### config.mk
export PLATFORM = sky130hd
export DESIGN_NAME = ftc_ctrl
export DESIGN_NICKNAME = d
export VERILOG_FILES = /design/src/hdl/ftc_pkg.sv /design/src/hdl/ftc_ctrl.sv
export SDC_FILE = /design/constraint.sdc
export NUM_CORES = 1
export LEC_CHECK = 0
export BUFFER_PORTS_ARGS = -buffer_cell sky130_fd_sc_hd__buf_2
export CAP_MARGIN = 40
export CELL_PAD_IN_SITES_DETAIL_PLACEMENT = 1
export CELL_PAD_IN_SITES_GLOBAL_PLACEMENT = 1
export CORE_AREA = 2 2 39 41
export DETAILED_ROUTE_END_ITERATION = 12
export DIE_AREA = 0 0 41 43
export GPL_ROUTABILITY_DRIVEN = 1
export PLACE_DENSITY = 0.58
export SYNTH_ARGS = -nofsm -noshare
export SYNTH_HDL_FRONTEND = slang
export SYNTH_SLANG_ARGS = --single-unit
### constraint.sdc
create_clock -name clk -period 1.5 [get_ports clk]
set_input_delay 0.15 -clock clk [delete_from_list [all_inputs] [get_ports clk]]
set_output_delay 0.15 -clock clk [all_outputs]
set_load 0.02 [all_outputs]
### src/hdl/ftc_pkg.sv
`timescale 1ns / 1ps

package ftc_pkg;

  localparam int VALUE_W = 12;
  localparam int FREQ_W  = 12;

  typedef logic [1:0]         command_t;
  typedef logic [VALUE_W-1:0] value_t;
  typedef logic [FREQ_W-1:0]  freq_t;
  typedef logic [1:0]         status_t;

  localparam command_t CMD_ADD    = 2'd0;
  localparam command_t CMD_DELETE = 2'd1;
  localparam command_t CMD_QUERY  = 2'd2;

  localparam status_t ST_OK        = 2'd0;
  localparam status_t ST_ABSENT    = 2'd1;
  localparam status_t ST_SATURATED = 2'd2;

  typedef enum logic [2:0] {
    S_CLEAR,
    S_IDLE,
    S_RDCNT,
    S_WRFROM,
    S_WRTO,
    S_RESP
  } state_t;

  typedef struct packed {
    logic clr;
    logic capture;
    logic eval;
    logic upd;
    logic wr_from;
    logic wr_to;
    logic load_out;
  } ctrl_cmd_t;

  typedef struct packed {
    logic clr_last;
    logic modify;
    logic out_free;
  } dp_sts_t;

endpackage

### src/hdl/ftc_ctrl.sv
`timescale 1ns / 1ps

module ftc_ctrl (
  input  logic               clk,
  input  logic               rst_n,
  input  logic               in_valid,
  output logic               in_ready,
  input  ftc_pkg::dp_sts_t   sts,
  output ftc_pkg::ctrl_cmd_t cmd
);
  import ftc_pkg::*;

  state_t state_r, state_nxt;

  always_ff @(posedge clk) begin
    if (!rst_n) begin
      state_r <= S_CLEAR;
    end else begin
      state_r <= state_nxt;
    end
  end

  always_comb begin
    state_nxt = state_r;
    unique case (state_r)
      S_CLEAR: begin
        if (sts.clr_last) state_nxt = S_IDLE;
      end
      S_IDLE: begin
        if (in_valid) state_nxt = S_RDCNT;
      end
      S_RDCNT: begin
        state_nxt = sts.modify ? S_WRFROM : S_RESP;
      end
      S_WRFROM: begin
        state_nxt = S_WRTO;
      end
      S_WRTO: begin
        state_nxt = S_RESP;
      end
      S_RESP: begin
        if (sts.out_free) state_nxt = S_IDLE;
      end
      default: begin
        state_nxt = S_CLEAR;
      end
    endcase
  end

  always_comb begin
    cmd      = '0;
    in_ready = 1'b0;
    unique case (state_r)
      S_CLEAR: begin
        cmd.clr = 1'b1;
      end
      S_IDLE: begin
        in_ready    = 1'b1;
        cmd.capture = in_valid;
      end
      S_RDCNT: begin
        cmd.eval = 1'b1;
        cmd.upd  = sts.modify;
      end
      S_WRFROM: begin
        cmd.wr_from = 1'b1;
      end
      S_WRTO: begin
        cmd.wr_to = 1'b1;
      end
      S_RESP: begin
        cmd.load_out = sts.out_free;
      end
      default: begin
        cmd = '0;
      end
    endcase
  end

endmodule

== Word level (Yosys, flattened, before mapping) ==
Index checks and enable logic that the tools add are counted.

* Bits in registers: 3
* Input port bits: 6
* Output and inout bits: 8
* Logic and storage cells: 23

* Eq/ne operators: 8
* Muxes and demuxes: 12
* Reduce and logical (&&, ||, !) cells: 2

{| class="wikitable"
|+ Operator list
! operator !! number
|-
| $pmux W3 S6 || 1
|-
| $mux W3 || 4
|-
| $eq A3 B2 Y1 const B || 2
|-
| $eq A3 B3 Y1 const B || 2
|-
| $mux W1 || 6
|-
| $ne A2 B2 Y1 const B || 3
|-
| $eq A3 B1 Y1 const B || 1
|-
| $logic_not A3 Y1 || 1
|-
| $reduce_and A3 Y1 || 1
|-
| $mux W2 || 1
|}

== Logic depth before layout (Yosys ltp) ==
* Depth in word-level cells: 3
* Depth in mapped cells: 4
* Mapped depth without buffers: 3

== Least setup slack after synthesis ==
No wires, ideal clock.

* Kind: register -> output
* Start point: reg state_r[1]
* End point: out cmd[3] (netlist bit)
* Arrival time: 1.151 ns
* Data required time: 1.350 ns
* Slack: 0.199 ns
* Stages on the path, launching flop included: 5
* Buffers on the path: 1
* Path through: dfxtp_1 buf_2 nand2b_2 nor2_1 and2_1

{| class="wikitable"
|+ RTL lines
! what !! RTL line !! text
|-
| start: declaration || ftc_ctrl.sv:13 || <nowiki>state_t state_r, state_nxt;</nowiki>
|-
| start signal: assignment || ftc_ctrl.sv:19 || <nowiki>state_r <= state_nxt;</nowiki>
|-
| end: declaration || ftc_ctrl.sv:9 || <nowiki>output ftc_pkg::ctrl_cmd_t cmd</nowiki>
|}

==> flow_summary.json <==
{
  "finalInstanceArea_sq_um": 325,
  "die_x_microns": 41,
  "routed_via_density": 4.07,
  "utilization": 0.235,
  "hold_path_class": "input pin to flop",
  "wl_microns": 554,
  "rsz0062_at_grt": "false",
  "dp_slack_ns": 0.312,
  "ys_seq_area_frac": 0.268,
  "setup_viol": 0,
  "nets": 49,
  "cts_tree": "done",
  "max_slew.worst_pin.slew_ns": 0.215,
  "layout_commonest_cell": "buf_2",
  "std_cell_rows": 14,
  "syn_to_final_growth_pct": 45.3,
  "drv_cap": 0,
  "grt_overflow": 0,
  "coreArea_sq_um": 1380,
  "grt_pass1_vias": 226,
  "io_buffers": 13,
  "first_pass_iters": 1,
  "grt_pass1_wl_microns": 924,
  "via_count": 236,
  "netlist_instances": 27,
  "drive_above_1_share": 0.524,
  "antenna_found_initial": 0,
  "netlist_area_sq_um": 224,
  "avgSynthCellArea_sq_um": 8.30,
  "clk-insertion-delay-late_ns": 0.23,
  "drc": 0,
  "powerDensity_nw_per_um2": 975,
  "cp-start-kind": "flop",
  "finalCriticalPeriod_ns": 1.34,
  "critPathRequiredTime_ns": 1.35,
  "synth_cell_types": 19,
  "gp_congestion": 0.698,
  "finalMaxSlewViolations": 0,
  "whs_ns": 0.146,
  "h-tree-depth": 1,
  "grtUsageTotal": 0.0792,
  "largest_reg_flops": 3,
  "crit_type": "flop to output pin",
  "synth.yosys.warnings": 0,
  "postCtsSetupBuffers": 0,
  "hold_violations": 0,
  "cts_root_buf": "clkbuf_4",
  "initial_core_util": 0.162,
  "cts_buffers": 3,
  "die_y_microns": 43,
  "post-synth-top-area-fraction": 0.268,
  "drtIter0Drc": 0,
  "detail-route-antenna-nets": 0,
  "synth_top_area_cell": "dfxtp_1",
  "wl_per_cell_microns": 9.55,
  "cp.arrival_ns": 1.19,
  "syn_nets": 33,
  "setup.worst_path.end_class": "output pin",
  "cts_resized": 0,
  "yosys-top-cells-area": "dfxtp_1, and2_1, nor2b_4",
  "layout_common_cells": "buf_2, and2_1, clkbuf_4",
  "regMostFlops": "state_r",
  "pin_count": 14,
  "period_share": 0.890,
  "fmax_mhz": 749,
  "cp_max_fo": 6,
  "setup_tns_ns": 0,
  "cts.sinks": 3,
  "die_area_sq_um": 1760,
  "clk_path_buf_depth": 2,
  "synth-seq-cells": 3,
  "p_leak_uw": 0.000164,
  "grt_start_max_net_pins": 10,
  "place.detailed.hpwl_microns": 444,
  "clock_skew_ns": 0.00185,
  "ir_drop_mv": 0.356,
  "antenna_cells": 0,
  "reg_top3": "state_r: 3 flops",
  "setup_slack_ns": 0.165,
  "relSlewSlack": 0.857,
  "outcome": "completed",
  "path_clk_slew_ns": 0.04,
  "ctsHoldBuffers": 0,
  "placed_area_sq_um": 297
}
[Yosys cell counts (all sizes together)]
cell,instances
and2,3
and3,3
dfxtp,3
nand2b,3
a21oi,2
buf,2
nor2b,2
nor3,2
a21bo,1
a22oi,1
inv,1
nor2,1
nor3b,1
o21a,1
o22ai,1
[area by class of cell]
cell class / instances / area, sq um
fillers: 175 / 1060
multi-input cells: 21 / 148
repair buffers: 13 / 65.1
flip-flops and latches: 3 / 62.6
clock buffers: 4 / 26.3
well taps: 16 / 20.0
inverters: 1 / 3.75
[layer usage]
layer,vias up,share of wire,wire (microns),global-route usage
li1,123,-,-,-
met1,105,0.44,245,0.0962
met2,8,0.47,261,0.106
met3,0,0.085,47,0.0471
met4,0,0,0,0.0400
met5,-,0,0,0
[power breakdown]
group	internal, uW	switching (uW)	leakage, uW
Sequential	87.1	12.6	0.0000253
Combinational	35.3	38.2	0.000123
Clock	99.8	44.2	0.0000150
Total	222	95.0	0.000164
[path summary, 6_finish.rpt]
kind	startpoint	end	cells after the start	slack, ns
worst max-delay path	state_r[2]$_SDFFE_PN0P_	cmd[3]	4	0.16
worst min-delay path	rst_n	state_r[0]$_SDFFE_PN0P_	2	0.15
worst max register to register	state_r[2]$_SDFFE_PN0P_	state_r[2]$_SDFFE_PN0P_	3	0.53
worst min register to register	state_r[2]$_SDFFE_PN0P_	state_r[1]$_SDFFE_PN0P_	1	0.52
[cell families after synthesis]
family	count (synthesis)	synth area share
buffers and inverters	3	0.0726
AOI/OAI and AO/OA	6	0.184
DFF	3	0.268
and+or+nand+nor	15	0.475
[stage by stage]
step / cells / total power (uW)
floorplan: 27 / 153
global placement: 54 / 175
detailed placement: 54 / 175
CTS: 58 / 328
global route: 58 / 349
finish: 58 / 317
[worst max-delay path, stage by stage (launching register included)]
cell and delay [ns]:
dfxtp_1 0.35, nand2b_2 0.21, nor2_1 0.11, and2_1 0.13, buf_2 0.15
Power figures use the tool's default switching activity.
